<file path="config.mk">
export PLATFORM = sky130hd
export DESIGN_NAME = json_string_field_extractor_flat
export DESIGN_NICKNAME = d
export VERILOG_FILES = /design/src/rtl/jsfe_pkg.sv /design/src/rtl/jsfe_if.sv /design/src/rtl/jsfe_cell.sv /design/src/rtl/jsfe_parser.sv /design/src/rtl/jsfe_queue.sv /design/src/rtl/json_string_field_extractor.sv /design/src/flat_wrapper.sv
export SDC_FILE = /design/constraint.sdc
export NUM_CORES = 1
export LEC_CHECK = 0
export BUFFER_PORTS_ARGS = -buffer_cell sky130_fd_sc_hd__buf_2
export CAP_MARGIN = 10
export CORE_MARGIN = 10
export CORE_UTILIZATION = 59
export CTS_BUF_LIST = sky130_fd_sc_hd__clkbuf_4 sky130_fd_sc_hd__clkbuf_8
export DETAILED_ROUTE_END_ITERATION = 16
export PLACE_DENSITY = 0.88
export REMOVE_ABC_BUFFERS = 1
export SKIP_CTS_REPAIR_TIMING = 1
export SYNTH_ARGS = -nofsm -noshare
export SYNTH_HDL_FRONTEND = slang
export SYNTH_SLANG_ARGS = --single-unit
export TNS_END_PERCENT = 100
</file>
<file path="constraint.sdc">
create_clock -name i_clk -period 6.28 [get_ports i_clk]
set_input_delay 1.884 -clock i_clk [delete_from_list [all_inputs] [get_ports i_clk]]
set_output_delay 1.884 -clock i_clk [all_outputs]
set_load 0.01 [all_outputs]
</file>
<file path="src/rtl/jsfe_pkg.sv">
// Shared types, constants and codes for the JSON string field extractor.
`timescale 1ns / 1ps
package jsfe_pkg;

    localparam int MAX_KEY_BYTES = 16;
    localparam int KEY_IDX_W     = $clog2(MAX_KEY_BYTES);
    localparam int SEEN_W        = $clog2(MAX_KEY_BYTES + 1);
    localparam int MAX_RESULTS   = 4;
    localparam int RES_IDX_W     = $clog2(MAX_RESULTS);
    localparam int RES_CNT_W     = $clog2(MAX_RESULTS + 1);
    localparam int CFG_IDX_W     = 2;
    localparam int CFG_DATA_W    = 64;
    localparam int KEY_LEN_W     = 5;

    localparam logic [CFG_IDX_W-1:0] CFG_KEY_LOW  = 2'd0;
    localparam logic [CFG_IDX_W-1:0] CFG_KEY_HIGH = 2'd1;
    localparam logic [CFG_IDX_W-1:0] CFG_KEY_LEN  = 2'd2;

    localparam logic [1:0] KIND_BYTE  = 2'd0;
    localparam logic [1:0] KIND_FOUND = 2'd1;
    localparam logic [1:0] KIND_FAIL  = 2'd2;

    localparam logic [7:0] CH_QUOTE  = 8'h22;
    localparam logic [7:0] CH_BSLASH = 8'h5C;
    localparam logic [7:0] CH_SLASH  = 8'h2F;
    localparam logic [7:0] CH_COLON  = 8'h3A;
    localparam logic [7:0] CH_SPACE  = 8'h20;
    localparam logic [7:0] CH_LOW_B  = 8'h62;
    localparam logic [7:0] CH_LOW_F  = 8'h66;
    localparam logic [7:0] CH_LOW_N  = 8'h6E;
    localparam logic [7:0] CH_LOW_R  = 8'h72;
    localparam logic [7:0] CH_LOW_T  = 8'h74;
    localparam logic [7:0] CH_LOW_U  = 8'h75;

    typedef enum logic [2:0] {
        PH_SEARCH,
        PH_AFTER_KEY,
        PH_AFTER_COLON,
        PH_STRING,
        PH_ESCAPE,
        PH_HEX,
        PH_DONE
    } t_phase;

    typedef struct packed {
        logic [7:0] out_byte;
        logic [1:0] kind;
        logic       run_last;
    } t_result;

    // Results caused by one input transaction, slot 0 first.
    typedef struct packed {
        t_result [MAX_RESULTS-1:0] res;
        logic [RES_CNT_W-1:0]      cnt;
    } t_group;

endpackage

</file>
<file path="src/rtl/jsfe_if.sv">
// Valid/ready channel interfaces for document bytes and result items.
`timescale 1ns / 1ps
interface jsfe_in_if;
    logic       valid;
    logic       ready;
    logic [7:0] in_byte;
    logic       doc_end;

    modport source(output valid, in_byte, doc_end, input ready);
    modport sink(input valid, in_byte, doc_end, output ready);
endinterface

interface jsfe_out_if;
    logic       valid;
    logic       ready;
    logic [7:0] out_byte;
    logic [1:0] kind;
    logic       run_last;

    modport source(output valid, out_byte, kind, run_last, input ready);
    modport sink(input valid, out_byte, kind, run_last, output ready);
endinterface

</file>
<file path="src/rtl/jsfe_cell.sv">
// One window cell: holds a recent byte and compares its incoming byte with the key.
`timescale 1ns / 1ps
module jsfe_cell
    import jsfe_pkg::*;
(
    input  logic       i_clk,
    input  logic       i_rst_n,
    input  logic       i_shift,
    input  logic       i_clear,
    input  logic [7:0] i_byte,
    input  logic [7:0] i_pat,
    input  logic       i_active,
    output logic [7:0] o_byte,
    output logic       o_ok
);

    logic [7:0] r_byte;

    always_ff @(posedge i_clk) begin
        if (!i_rst_n || i_clear) begin
            r_byte <= '0;
        end else if (i_shift) begin
            r_byte <= i_byte;
        end
    end

    // compare against the value being shifted in this cycle
    assign o_ok   = !i_active || (i_byte == i_pat);
    assign o_byte = r_byte;

endmodule

</file>
<file path="src/rtl/jsfe_parser.sv">
// Separator checks, escape and \u decoding; builds the result group per byte.
`timescale 1ns / 1ps
module jsfe_parser
    import jsfe_pkg::*;
(
    input  logic       i_clk,
    input  logic       i_rst_n,
    input  logic       i_take,
    input  logic [7:0] i_byte,
    input  logic       i_end,
    input  logic       i_match,
    output logic       o_searching,
    output t_group     o_grp
);

    t_phase      r_phase, n_phase;
    logic [1:0]  r_hex, n_hex;
    logic [15:0] r_acc, n_acc;
    logic [15:0] w_cp;
    logic [4:0]  w_hv;
    t_group      grp;

    function automatic logic is_ws(input logic [7:0] c);
        return (c == CH_SPACE) || (c >= 8'h09 && c <= 8'h0D);
    endfunction

    // {valid, nibble}
    function automatic logic [4:0] hex_val(input logic [7:0] c);
        logic [4:0] v;
        v = '0;
        if (c >= 8'h30 && c <= 8'h39) begin
            v = {1'b1, c[3:0]};
        end else if ((c >= 8'h61 && c <= 8'h66) || (c >= 8'h41 && c <= 8'h46)) begin
            v = {1'b1, c[3:0] + 4'd9};
        end
        return v;
    endfunction

    always_ff @(posedge i_clk) begin
        if (!i_rst_n) begin
            r_phase <= PH_SEARCH;
            r_hex   <= '0;
            r_acc   <= '0;
        end else if (i_take) begin
            r_phase <= n_phase;
            r_hex   <= n_hex;
            r_acc   <= n_acc;
        end
    end

    assign w_hv = hex_val(i_byte);
    assign w_cp = {r_acc[11:0], w_hv[3:0]};

    always_comb begin
        n_phase = r_phase;
        n_hex   = r_hex;
        n_acc   = r_acc;
        grp     = '0;
        unique case (r_phase)
            PH_SEARCH: begin
                if (i_match) begin
                    n_phase = PH_AFTER_KEY;
                end
            end
            PH_AFTER_KEY: begin
                if (i_byte == CH_COLON) begin
                    n_phase = PH_AFTER_COLON;
                end else if (!is_ws(i_byte)) begin
                    grp.res[0].kind     = KIND_FAIL;
                    grp.res[0].run_last = 1'b1;
                    grp.cnt             = 3'd1;
                    n_phase             = PH_DONE;
                end
            end
            PH_AFTER_COLON: begin
                if (i_byte == CH_QUOTE) begin
                    n_phase = PH_STRING;
                end else if (!is_ws(i_byte)) begin
                    grp.res[0].kind     = KIND_FAIL;
                    grp.res[0].run_last = 1'b1;
                    grp.cnt             = 3'd1;
                    n_phase             = PH_DONE;
                end
            end
            PH_STRING: begin
                if (i_byte == CH_QUOTE) begin
                    grp.res[0].kind     = KIND_FOUND;
                    grp.res[0].run_last = 1'b1;
                    grp.cnt             = 3'd1;
                    n_phase             = PH_DONE;
                end else if (i_byte == CH_BSLASH) begin
                    n_phase = PH_ESCAPE;
                end else begin
                    grp.res[0].out_byte = i_byte;
                    grp.cnt             = 3'd1;
                end
            end
            PH_ESCAPE: begin
                n_phase = PH_STRING;
                grp.cnt = 3'd1;
                priority case (i_byte)
                    CH_QUOTE, CH_BSLASH, CH_SLASH: grp.res[0].out_byte = i_byte;
                    CH_LOW_B: grp.res[0].out_byte = 8'h08;
                    CH_LOW_F: grp.res[0].out_byte = 8'h0C;
                    CH_LOW_N: grp.res[0].out_byte = 8'h0A;
                    CH_LOW_R: grp.res[0].out_byte = 8'h0D;
                    CH_LOW_T: grp.res[0].out_byte = 8'h09;
                    CH_LOW_U: begin
                        grp.cnt = 3'd0;
                        n_phase = PH_HEX;
                        n_hex   = '0;
                        n_acc   = '0;
                    end
                    default: begin
                        grp.res[0].kind     = KIND_FAIL;
                        grp.res[0].run_last = 1'b1;
                        n_phase             = PH_DONE;
                    end
                endcase
            end
            PH_HEX: begin
                if (!w_hv[4]) begin
                    grp.res[0].kind     = KIND_FAIL;
                    grp.res[0].run_last = 1'b1;
                    grp.cnt             = 3'd1;
                    n_phase             = PH_DONE;
                end else begin
                    n_acc = w_cp;
                    if (r_hex != 2'd3) begin
                        n_hex = r_hex + 2'd1;
                    end else begin
                        n_hex   = '0;
                        n_phase = PH_STRING;
                        if (w_cp <= 16'h007F) begin
                            grp.res[0].out_byte = w_cp[7:0];
                            grp.cnt             = 3'd1;
                        end else if (w_cp <= 16'h07FF) begin
                            grp.res[0].out_byte = 8'hC0 | {3'b000, w_cp[10:6]};
                            grp.res[1].out_byte = 8'h80 | {2'b00, w_cp[5:0]};
                            grp.cnt             = 3'd2;
                        end else begin
                            grp.res[0].out_byte = 8'hE0 | {4'h0, w_cp[15:12]};
                            grp.res[1].out_byte = 8'h80 | {2'b00, w_cp[11:6]};
                            grp.res[2].out_byte = 8'h80 | {2'b00, w_cp[5:0]};
                            grp.cnt             = 3'd3;
                        end
                    end
                end
            end
            PH_DONE: begin
            end
            default: begin
                n_phase = PH_DONE;
            end
        endcase

        // document end: fail status unless one was already given, then clear
        if (i_end) begin
            if (n_phase != PH_DONE) begin
                grp.res[grp.cnt[RES_IDX_W-1:0]].kind     = KIND_FAIL;
                grp.res[grp.cnt[RES_IDX_W-1:0]].run_last = 1'b1;
                grp.cnt = grp.cnt + 3'd1;
            end
            n_phase = PH_SEARCH;
            n_hex   = '0;
            n_acc   = '0;
        end
    end

    assign o_searching = (r_phase == PH_SEARCH);
    assign o_grp       = grp;
endmodule

</file>
<file path="src/rtl/jsfe_queue.sv">
// Two-entry queue of result groups, unloaded one result per output transaction.
`timescale 1ns / 1ps
module jsfe_queue
    import jsfe_pkg::*;
(
    input  logic              i_clk,
    input  logic              i_rst_n,
    input  logic              i_push,
    input  t_group            i_grp,
    output logic              o_full,
    jsfe_out_if.source        o_out
);

    t_group               r_mem [2];
    logic                 r_wptr;
    logic                 r_rptr;
    logic [1:0]           r_count;
    logic [RES_IDX_W-1:0] r_idx;
    t_group               w_head;
    t_result              w_res;
    logic                 w_hs;
    logic                 w_pop;

    assign w_head = r_mem[r_rptr];
    assign w_res  = w_head.res[r_idx];
    assign w_hs   = o_out.valid && o_out.ready;
    assign w_pop  = w_hs && ({1'b0, r_idx} == (w_head.cnt - 3'd1));
    assign o_full = (r_count == 2'd2);

    assign o_out.valid    = (r_count != 2'd0);
    assign o_out.out_byte = w_res.out_byte;
    assign o_out.kind     = w_res.kind;
    assign o_out.run_last = w_res.run_last;

    always_ff @(posedge i_clk) begin
        if (i_push) begin
            r_mem[r_wptr] <= i_grp;
        end
    end

    always_ff @(posedge i_clk) begin
        if (!i_rst_n) begin
            r_wptr  <= 1'b0;
            r_rptr  <= 1'b0;
            r_count <= '0;
            r_idx   <= '0;
        end else begin
            if (i_push) begin
                r_wptr <= ~r_wptr;
            end
            if (w_pop) begin
                r_rptr <= ~r_rptr;
                r_idx  <= '0;
            end else if (w_hs) begin
                r_idx <= r_idx + 2'd1;
            end
            unique case ({i_push, w_pop})
                2'b10:   r_count <= r_count + 2'd1;
                2'b01:   r_count <= r_count - 2'd1;
                default: r_count <= r_count;
            endcase
        end
    end
endmodule

</file>
<file path="src/rtl/json_string_field_extractor.sv">
// Top level: key window cells, value parser, result queue and config registers.
//
//  channel   dir  handshake      payload
//  i_in      in   valid/ready    in_byte[7:0], doc_end
//  o_out     out  valid/ready    out_byte[7:0], kind[1:0], run_last
//  i_cfg_*   in   write enable   i_cfg_idx[1:0], i_cfg_data[63:0]
//
// One document byte per cycle while the queue is not full; the 16-cell window compare
// and the phase update complete in the accepting cycle. Each byte yields up to four results,
// sent one per cycle while o_out.ready is high from a two-group queue; i_in.ready drops only while it is full.
// Results are registered in the queue before they appear on o_out.
// Reset is synchronous, active low, and resets the config registers (key length to 1) and document state.
`timescale 1ns / 1ps
module json_string_field_extractor
    import jsfe_pkg::*;
(
    input  logic                  i_clk,
    input  logic                  i_rst_n,
    jsfe_in_if.sink               i_in,
    jsfe_out_if.source            o_out,
    input  logic                  i_cfg_we,
    input  logic [CFG_IDX_W-1:0]  i_cfg_idx,
    input  logic [CFG_DATA_W-1:0] i_cfg_data
);

    logic [CFG_DATA_W-1:0]        r_key_low;
    logic [CFG_DATA_W-1:0]        r_key_high;
    logic [KEY_LEN_W-1:0]         r_key_len;
    logic [SEEN_W-1:0]            r_seen;
    logic [SEEN_W-1:0]            n_seen;
    logic [KEY_LEN_W-1:0]         w_klim;
    logic [2*CFG_DATA_W-1:0]      w_key;
    logic [7:0]                   w_byte [MAX_KEY_BYTES];
    logic [MAX_KEY_BYTES-1:0]     w_ok;
    logic                         w_take;
    logic                         w_shift;
    logic                         w_clear;
    logic                         w_match;
    logic                         w_searching;
    logic                         w_full;
    t_group                       w_grp;

    always_ff @(posedge i_clk) begin
        if (!i_rst_n) begin
            r_key_low  <= '0;
            r_key_high <= '0;
            r_key_len  <= KEY_LEN_W'(1);
        end else if (i_cfg_we) begin
            unique case (i_cfg_idx)
                CFG_KEY_LOW:  r_key_low  <= i_cfg_data;
                CFG_KEY_HIGH: r_key_high <= i_cfg_data;
                CFG_KEY_LEN:  r_key_len  <= i_cfg_data[KEY_LEN_W-1:0];
                default: ;
            endcase
        end
    end

    always_comb begin
        if (r_key_len == '0) begin
            w_klim = KEY_LEN_W'(1);
        end else if (r_key_len > KEY_LEN_W'(MAX_KEY_BYTES)) begin
            w_klim = KEY_LEN_W'(MAX_KEY_BYTES);
        end else begin
            w_klim = r_key_len;
        end
    end

    assign w_key   = {r_key_high, r_key_low};
    assign w_take  = i_in.valid && i_in.ready;
    assign w_shift = w_take && w_searching;
    assign w_clear = w_take && i_in.doc_end;
    assign n_seen  = (r_seen < SEEN_W'(MAX_KEY_BYTES)) ? r_seen + SEEN_W'(1) : r_seen;
    assign w_match = w_searching && (&w_ok) && (KEY_LEN_W'(n_seen) >= w_klim);

    always_ff @(posedge i_clk) begin
        if (!i_rst_n || w_clear) begin
            r_seen <= '0;
        end else if (w_shift) begin
            r_seen <= n_seen;
        end
    end

    // cell j holds the byte seen j+1 bytes ago; its incoming byte meets key byte klim-1-j
    for (genvar j = 0; j < MAX_KEY_BYTES; j++) begin : g_cell
        logic [KEY_IDX_W-1:0] w_pidx;
        logic [7:0]           w_in;

        assign w_pidx = KEY_IDX_W'(w_klim - KEY_LEN_W'(j) - KEY_LEN_W'(1));

        if (j == 0) begin : g_head
            assign w_in = i_in.in_byte;
        end else begin : g_link
            assign w_in = w_byte[j-1];
        end

        jsfe_cell u_cell (
            .i_clk    (i_clk),
            .i_rst_n  (i_rst_n),
            .i_shift  (w_shift),
            .i_clear  (w_clear),
            .i_byte   (w_in),
            .i_pat    (w_key[w_pidx*8 +: 8]),
            .i_active (KEY_LEN_W'(j) < w_klim),
            .o_byte   (w_byte[j]),
            .o_ok     (w_ok[j])
        );
    end

    jsfe_parser u_parser (
        .i_clk       (i_clk),
        .i_rst_n     (i_rst_n),
        .i_take      (w_take),
        .i_byte      (i_in.in_byte),
        .i_end       (i_in.doc_end),
        .i_match     (w_match),
        .o_searching (w_searching),
        .o_grp       (w_grp)
    );

    jsfe_queue u_queue (
        .i_clk   (i_clk),
        .i_rst_n (i_rst_n),
        .i_push  (w_take && (w_grp.cnt != '0)),
        .i_grp   (w_grp),
        .o_full  (w_full),
        .o_out   (o_out)
    );

    assign i_in.ready = !w_full;

endmodule
</file>
<file path="src/flat_wrapper.sv">
// flat-port wrapper written by rule: the top's interface ports become plain ports
module json_string_field_extractor_flat import jsfe_pkg::*;
  (i_clk, i_rst_n, i_cfg_we, i_cfg_idx, i_cfg_data, i_in_valid, i_in_in_byte, i_in_doc_end, i_in_ready, o_out_valid, o_out_out_byte, o_out_kind, o_out_run_last, o_out_ready);
  jsfe_in_if i_in_i ();
  jsfe_out_if o_out_i ();
  input  logic i_clk;
  input  logic i_rst_n;
  input  logic i_cfg_we;
  input  logic [CFG_IDX_W-1:0] i_cfg_idx;
  input  logic [CFG_DATA_W-1:0] i_cfg_data;
  input wire logic [$bits(i_in_i.valid)-1:0] i_in_valid;
  input wire logic [$bits(i_in_i.in_byte)-1:0] i_in_in_byte;
  input wire logic [$bits(i_in_i.doc_end)-1:0] i_in_doc_end;
  output wire logic [$bits(i_in_i.ready)-1:0] i_in_ready;
  output wire logic [$bits(o_out_i.valid)-1:0] o_out_valid;
  output wire logic [$bits(o_out_i.out_byte)-1:0] o_out_out_byte;
  output wire logic [$bits(o_out_i.kind)-1:0] o_out_kind;
  output wire logic [$bits(o_out_i.run_last)-1:0] o_out_run_last;
  input wire logic [$bits(o_out_i.ready)-1:0] o_out_ready;
  assign i_in_i.valid = i_in_valid;
  assign i_in_i.in_byte = i_in_in_byte;
  assign i_in_i.doc_end = i_in_doc_end;
  assign i_in_ready = i_in_i.ready;
  assign o_out_valid = o_out_i.valid;
  assign o_out_out_byte = o_out_i.out_byte;
  assign o_out_kind = o_out_i.kind;
  assign o_out_run_last = o_out_i.run_last;
  assign o_out_i.ready = o_out_ready;
  json_string_field_extractor u_core (.i_clk(i_clk), .i_rst_n(i_rst_n), .i_in(i_in_i), .o_out(o_out_i), .i_cfg_we(i_cfg_we), .i_cfg_idx(i_cfg_idx), .i_cfg_data(i_cfg_data));
endmodule
</file>
Word-level counts from Yosys, hierarchy flattened
Memory sizes are Yosys's and may differ from the RTL's. A register that Yosys moved wholly into a read port is not among the register bits.
Index checks and enable logic that the tools add are counted.
{"block": "op_classes", "n_bitwise": 3, "order_cmp": 32, "mux": 72, "n_eq_ne": 43, "n_addsub": 38, "reduce_logical": 66, "shift": 16}
{"operator": "128-bit by 8-bit indexed part select with 8-bit output", "n": 16}
{"operator": "8-bit == test", "n": 16}
{"operator": "8-bit two-way mux", "n": 14}
{"operator": "47-bit two-way mux", "n": 2}
{"operator": "44-bit bitwise mux", "n": 2}
{"operator": "4-bit by 1-bit subtractor with 4-bit output (second input constant)", "n": 16}
{"operator": "8-bit by 7-bit == test with 1-bit output (second input constant)", "n": 7}
{"operator": "8-bit one-hot mux with 6 select lines", "n": 1}
{"operator": "11-bit demux with 2-bit select", "n": 2}
{"operator": "4-bit by 5-bit < comparator with 1-bit output (first input constant)", "n": 8}
{"operator": "12-bit two-way mux", "n": 3}
{"operator": "3-bit two-way mux", "n": 12}
{"operator": "8-bit by 6-bit == test with 1-bit output (second input constant)", "n": 4}
{"operator": "4-bit subtractor (second input constant)", "n": 8}
{"operator": "6-bit two-way mux", "n": 5}
{"operator": "6-bit one-hot mux with 5 select lines", "n": 1}
{"operator": "5-bit two-way mux", "n": 5}
{"operator": "12-bit one-hot mux with 2 select lines", "n": 1}
{"operator": "8-bit one-hot mux with 3 select lines", "n": 1}
{"operator": "11-bit binary-select mux with 2-bit select", "n": 1}
{"operator": "3-bit one-hot mux with 7 select lines", "n": 1}
{"operator": "3-bit by 5-bit < comparator with 1-bit output (first input constant)", "n": 4}
{"operator": "1-bit logical OR", "n": 19}
{"operator": "1-bit zero test", "n": 18}
{"operator": "other kinds (51)", "n": 103}
{"block": "word_totals", "mem_count": 1, "ramBits": 94, "regBits": 281, "out_inout_bits": 13, "wordCells": 297}
{"memory": "u_core.u_queue.r_mem", "depth": 2, "width": 47, "read_ports": 1, "rd_clocked_by_memory_dff": 1, "wr": 1, "line_no": "jsfe_queue.sv:14", "source": "t_group r_mem [2];"}

Logic depth before layout (Yosys ltp)
{"block": "logic_depth", "word_depth": 23, "depth_mapped": 20, "depth_no_buf": 17}

Modules after synthesis
Synthesis repeated with hierarchy kept, for this count alone.
{"block": "hier_totals", "cells_unflattened": 2573, "hier_area_um2": 24379.6}
{"module": "json_string_field_extractor", "n_inst": 1, "area_per_inst_um2": 12244.2, "cells_per_inst": 1486, "seq_area_each_um2": 2762.6}
{"module": "jsfe_cell", "n_inst": 16, "area_per_inst_um2": 380.4, "cells_per_inst": 38, "seq_area_each_um2": 160.2}
{"module": "jsfe_queue", "n_inst": 1, "area_per_inst_um2": 3925.0, "cells_per_inst": 182, "seq_area_each_um2": 2962.8}
{"module": "jsfe_parser", "n_inst": 1, "area_per_inst_um2": 2124.5, "cells_per_inst": 297, "seq_area_each_um2": 340.3}

Least setup slack after synthesis
Ideal clock, no wire load.
{"block": "synth_timing", "path_kind": "in2reg", "from": "input port i_in_in_byte[0]", "to": "memory u_core.u_queue.r_mem[0][0] (netlist name) (enable)", "setup_ns": 0.418, "arrival_ns": 5.858, "slack_ns": 0.004, "cell_stages": 12, "t_required_ns": 5.862, "path_cell_list": "clkbuf_1 inv_1 ha_1 o21bai_1 a2111oi_0 nor2_1 nor2_1 nand2_1 ha_1 nor2_1 a31o_2 nor2_1"}
{"block": "synth_between", "elab_chain_len": 18, "word_cells_on_any_way": 64, "cone_classes": "add/sub: 2; order compare: 10; eq/ne: 13; mux: 26; reduce/logical: 13"}
{"item": "start, declared", "line_no": "flat_wrapper.sv:12", "source": "input wire logic [$bits(i_in_i.in_byte)-1:0] i_in_in_byte;"}
{"item": "8-bit by 7-bit >= comparator with 1-bit output / 8-bit by 7-bit <= comparator with 1-bit output (equally long branches)", "line_no": "jsfe_parser.sv:33", "source": "end else if ((c >= 8'h61 && c <= 8'h66) || (c >= 8'h41 && c <= 8'h46)) begin"}
{"item": "1-bit logical AND", "line_no": "jsfe_parser.sv:33"}
{"item": "1-bit logical OR", "line_no": "jsfe_parser.sv:33"}
{"item": "5-bit two-way mux", "line_no": "jsfe_parser.sv:33"}
{"item": "5-bit two-way mux", "line_no": "jsfe_parser.sv:31", "source": "if (c >= 8'h30 && c <= 8'h39) begin"}
{"item": "16-bit by 11-bit <= comparator with 1-bit output", "line_no": "jsfe_parser.sv:137", "source": "end else if (w_cp <= 16'h07FF) begin"}
{"item": "1-bit two-way mux", "line_no": "jsfe_parser.sv:137"}
{"item": "2-bit two-way mux", "line_no": "jsfe_parser.sv:134", "source": "if (w_cp <= 16'h007F) begin"}
{"item": "(+2 left out)"}
{"item": "6-bit one-hot mux with 5 select lines", "line_no": "jsfe_parser.sv:59", "source": "unique case (r_phase)"}
{"item": "3-bit by 1-bit adder with 3-bit output", "line_no": "jsfe_parser.sv:162", "source": "grp.cnt = grp.cnt + 3'd1;"}
{"item": "47-bit two-way mux", "line_no": "jsfe_parser.sv:159", "source": "if (n_phase != PH_DONE) begin"}
{"item": "47-bit two-way mux (*)", "line_no": "jsfe_parser.sv:158", "source": "if (i_end) begin"}
{"item": "3-bit nonzero test (*)", "line_no": "json_string_field_extractor.sv:123", "source": ".i_push (w_take && (w_grp.cnt != '0)),"}
{"item": "1-bit logical AND (*)", "line_no": "json_string_field_extractor.sv:123"}
{"item": "1-bit two-way mux (*)", "line_no": "jsfe_queue.sv:36", "source": "if (i_push) begin"}
{"item": "1-bit two-way mux (not written as such) (*)", "line_no": "jsfe_queue.sv:37", "source": "r_mem[r_wptr] <= i_grp;"}
{"item": "end, declared", "line_no": "jsfe_queue.sv:14"}
Mark *: on every way between the ends. The rest lies on a longest branch, timed or not.

Worst setup path in the final report
{"block": "layout_timing", "from": "register u_core.r_key_len[1]", "to": "register u_core.u_parser.r_phase[0]"}
{"block": "layout_between", "elab_chain_len": 14, "word_cells_on_any_way": 121, "cone_classes": "add/sub: 30; order compare: 18; eq/ne: 16; shift: 16; mux: 5; reduce/logical: 36"}
{"item": "start, declared", "line_no": "json_string_field_extractor.sv:28", "source": "logic [KEY_LEN_W-1:0] r_key_len;"}
{"item": "start signal, assigned", "line_no": "json_string_field_extractor.sv:52", "source": "CFG_KEY_LEN: r_key_len <= i_cfg_data[KEY_LEN_W-1:0];"}
{"item": "5-bit > comparator", "line_no": "json_string_field_extractor.sv:61", "source": "end else if (r_key_len > KEY_LEN_W'(MAX_KEY_BYTES)) begin"}
{"item": "5-bit two-way mux", "line_no": "json_string_field_extractor.sv:61"}
{"item": "5-bit two-way mux (*)", "line_no": "json_string_field_extractor.sv:59", "source": "if (r_key_len == '0) begin"}
{"item": "4-bit subtractor (tied with other cells)", "line_no": "json_string_field_extractor.sv:88", "source": "assign w_pidx = KEY_IDX_W'(w_klim - KEY_LEN_W'(j) - KEY_LEN_W'(1));"}
{"item": "4-bit by 1-bit subtractor with 4-bit output", "line_no": "json_string_field_extractor.sv:88"}
{"item": "128-bit by 8-bit indexed part select with 8-bit output", "line_no": "json_string_field_extractor.sv:102", "source": ".i_pat (w_key[w_pidx*8 +: 8]),"}
{"item": "8-bit == test", "line_no": "jsfe_cell.sv:28", "source": "assign o_ok = !i_active || (i_byte == i_pat);"}
{"item": "1-bit logical OR", "line_no": "jsfe_cell.sv:28"}
{"item": "16-bit AND reduction", "line_no": "json_string_field_extractor.sv:73", "source": "assign w_match = w_searching && (&w_ok) && (KEY_LEN_W'(n_seen) >= w_klim);"}
{"item": "1-bit logical AND", "line_no": "json_string_field_extractor.sv:73"}
{"item": "1-bit logical AND (*)", "line_no": "json_string_field_extractor.sv:73"}
{"item": "3-bit two-way mux (*)", "line_no": "jsfe_parser.sv:61", "source": "if (i_match) begin"}
{"item": "3-bit one-hot mux with 7 select lines (*)", "line_no": "jsfe_parser.sv:59"}
{"item": "3-bit two-way mux (*)", "line_no": "jsfe_parser.sv:158"}
{"item": "end signal, assigned", "line_no": "jsfe_parser.sv:45", "source": "r_phase <= n_phase;"}
{"item": "end, declared", "line_no": "jsfe_parser.sv:16", "source": "t_phase r_phase, n_phase;"}
Marks and branches as above.
A chain may end at the register's enable or synchronous reset.

==> results.sh <==
export IMPL_synthMuxAreaShare=0.1762
export IMPL_ys_seq_elements=342
export IMPL_via_count=22200
export IMPL_postLayoutCellArea_mm2=0.02509
export IMPL_cp_arrival_ns=6.05
export IMPL_reg2reg_slack_ns=0.82
export IMPL_die_area_mm2=0.04716
export IMPL_synth_edff_count=60
export IMPL_cp_end_kind="flip-flop"
export IMPL_synth_top_family_by_area="compound AO/OA/AOI/OAI gates"
export IMPL_leakagePower_nw=8.390
export IMPL_ios=93
export IMPL_critPathKind="flip-flop to flip-flop"
export IMPL_dr_pass1_iters=6
export IMPL_synth_cell_types=77
export IMPL_synth_compound_area_share=0.1950
export IMPL_synth_area_leader_cell="dfxtp_1"
export IMPL_period_share=0.8694
export IMPL_synth_xor_area_frac=0.05886
export IMPL_max_vdd_ir_drop_mv=0.2246
export IMPL_wl_per_cell_um=24.81
export IMPL_cts_max_level=2
export IMPL_drtAntennaViolNets=0
export IMPL_fin_crit_ns=5.460
export IMPL_slew_viol_final=0
export IMPL_async_flop_share=0
export IMPL_gr_total_overflow=0
export IMPL_cts_inserted_buffers=56
export IMPL_setup_viol=0
export IMPL_ys_flop_type="dfxtp_1"
export IMPL_placed_area_mm2=0.02380
export IMPL_max_slew_margin=0.3093
export IMPL_grt_pass1_vias=20640
export IMPL_routabilityCongestion=1.070
export IMPL_coreArea_mm2=0.03856
export IMPL_hold_viol=0
export IMPL_tns_ns=0
export IMPL_cp_max_fo=24
export IMPL_worst_pin_slew_ns=1.036
export IMPL_synthAdderAreaFrac=0.01418
export IMPL_portBuffers=92
export IMPL_cts_buffer_depth=3
export IMPL_timing_fmax_mhz=183.2
export IMPL_final_common_cell="nand2_1"
export IMPL_hold_ws_ns=0.4741
export IMPL_stdcell_count=3232
export IMPL_cts_tree="yes"
export IMPL_p_per_area_mw_per_mm2=221.9
export IMPL_dp_cells=3136
export IMPL_cts_root_buffer="clkbuf_8"
export IMPL_synth_avg_cell_area_um2=8.555
export IMPL_initial_core_util=0.5949
export IMPL_fin_ws_ns=0.8203
export IMPL_grt_pass1_wl_um=121700
export IMPL_drt_wl_total_um=80180
export IMPL_avgViaCountPerCell=6.869
export IMPL_drtIter0Drc=3453
export IMPL_status="finished clean"
export IMPL_worstSetupStartpointType="flip-flop"
export IMPL_maxCapViolations=0
export IMPL_most_common_layout_cells="653 x nand2_1, 281 x dfxtp_1, 170 x a21oi_1"
export IMPL_ys_seq_area_frac=0.3247
export IMPL_hold_path_depth=2
export IMPL_fill_cells=3197
export IMPL_grt_max_degree=97
export IMPL_cts_sinks=342
export IMPL_rsz0062_at_grt="no"
export IMPL_reg2reg_depth=14
export IMPL_utilization=0.6508
export IMPL_drc=0
export IMPL_std_cell_rows=72
export IMPL_yosysWarnings=0
export IMPL_postSynthCellCount=2681
export IMPL_required_ns=6.87
export IMPL_synth_top_area_frac=0.2461
export IMPL_synth_top_cells_by_area="dfxtp_1 25%, mux4_2 12%, nand2_1 11%"
export IMPL_dp_hpwl_um=58290
export IMPL_finalPower_mw=5.568
export IMPL_clk_latency_ns=0.70
export IMPL_dieWidth_um=217.2
export IMPL_clock_skew_ns=0.03661
export IMPL_hold_class="flip-flop to flip-flop"
export IMPL_synth_simple_gate_area_frac=0.1884
export IMPL_drive_gt1_frac=0.1570
export IMPL_dp_slack_ns=0.6168
export IMPL_grt_usage=0.3273
export IMPL_antenna_found_initial=0
export IMPL_syn2layout_area_growth_pct=9.410
export IMPL_fin_nets=2782
export IMPL_die_h_um=217.2
export IMPL_syn_cell_area_mm2=0.02294
export IMPL_n_antenna_cell=0
export IMPL_clk_pin_slew_ns=0.07
flip-flops by register name (all words and copies together), names as in the netlist, named ones only:
register and flops:
u_core.u_parser.r_acc 12, u_core.r_key_low 64, u_core.u_queue.r_idx 2, u_core.g_cell.u_cell.o_byte 120, u_core.u_queue.r_rptr 1, u_core.u_queue.r_count 2, u_core.r_key_high 64, u_core.r_key_len 5
u_core.u_queue.r_wptr 1, u_core.u_queue.r_mem 60, u_core.u_parser.r_phase 3, u_core.r_seen 5, u_core.u_parser.r_hex 2
final timing paths:
kind,from,end
setup / recovery,u_core.r_key_len[1],u_core.u_parser.r_phase[0]
hold / removal,u_core.g_cell[8].u_cell.o_byte[1],u_core.g_cell[9].u_cell.o_byte[1]
setup reg to reg,u_core.r_key_len[1],u_core.u_parser.r_phase[0]
hold reg to reg,u_core.g_cell[8].u_cell.o_byte[1],u_core.g_cell[9].u_cell.o_byte[1]
layout make-up:
cell class | instances | area (um2) | share of cell area
tap | 518 | 648.1 | 0.02583
inverter | 28 | 107.6 | 0.004288
timing repair buffer | 157 | 988.4 | 0.03939
clock inverter | 19 | 299.0 | 0.01192
multi-input combinational | 2091 | 14610 | 0.5822
sequential | 342 | 7451 | 0.2969
clock buffer | 77 | 991.0 | 0.03949
layer usage:
| layer | routed length (um) | track usage |
|---|---|---|
| met1 | 29620 | 0.4099 |
| met2 | 36080 | 0.5096 |
| met3 | 9436 | 0.08294 |
| met4 | 5047 | 0.1818 |
| met5 | 0 | 0 |
critical path: stages (launching register included):
cell	delay, ns
dfxtp_4	0.65
buf_4	0.41
nand2_1	0.34
ha_1	0.41
xnor3_2	0.87
buf_4	0.26
mux2i_1	0.08
a22o_1	0.18
a221oi_1	0.40
xor2_1	0.12
nor4_1	0.27
mux2i_1	0.13
nor4_1	0.72
a22oi_1	0.21
o31ai_2	0.28
logic make-up after synthesis:
logic type	count (synthesis)
DFF	342
AOI/OAI and AO/OA	675
buffers and inverters	248
muxes	246
xor gates and xnor gates	151
adders and majority gates	26
and+or+nand+nor	993
where the power goes:
part | internal (mW) | leakage (nW) | switching (mW)
clock | 1.32 | 0.678 | 0.959
sequential | 2.27 | 2.86 | 0.0735
combinational | 0.341 | 4.85 | 0.603
total | 3.93 | 8.39 | 1.64
synthesized netlist by cell type, drive strengths merged, types with 16 or more instances:
cell,instances
o21ai,98
mux2i,118
nand2b,20
buf,28
o22ai,76
o221ai,60
dfxtp,282
a22oi,35
nand4,31
nor3,23
xor2,48
xnor2,101
a21boi,129
nand2,654
a21oi,171
mux4,126
nor2,92
inv,26
clkbuf,192
nand3,56
ha,26
nor2b,29
nor4,16
edfxtp,60
Power figures use the tool's default switching activity.
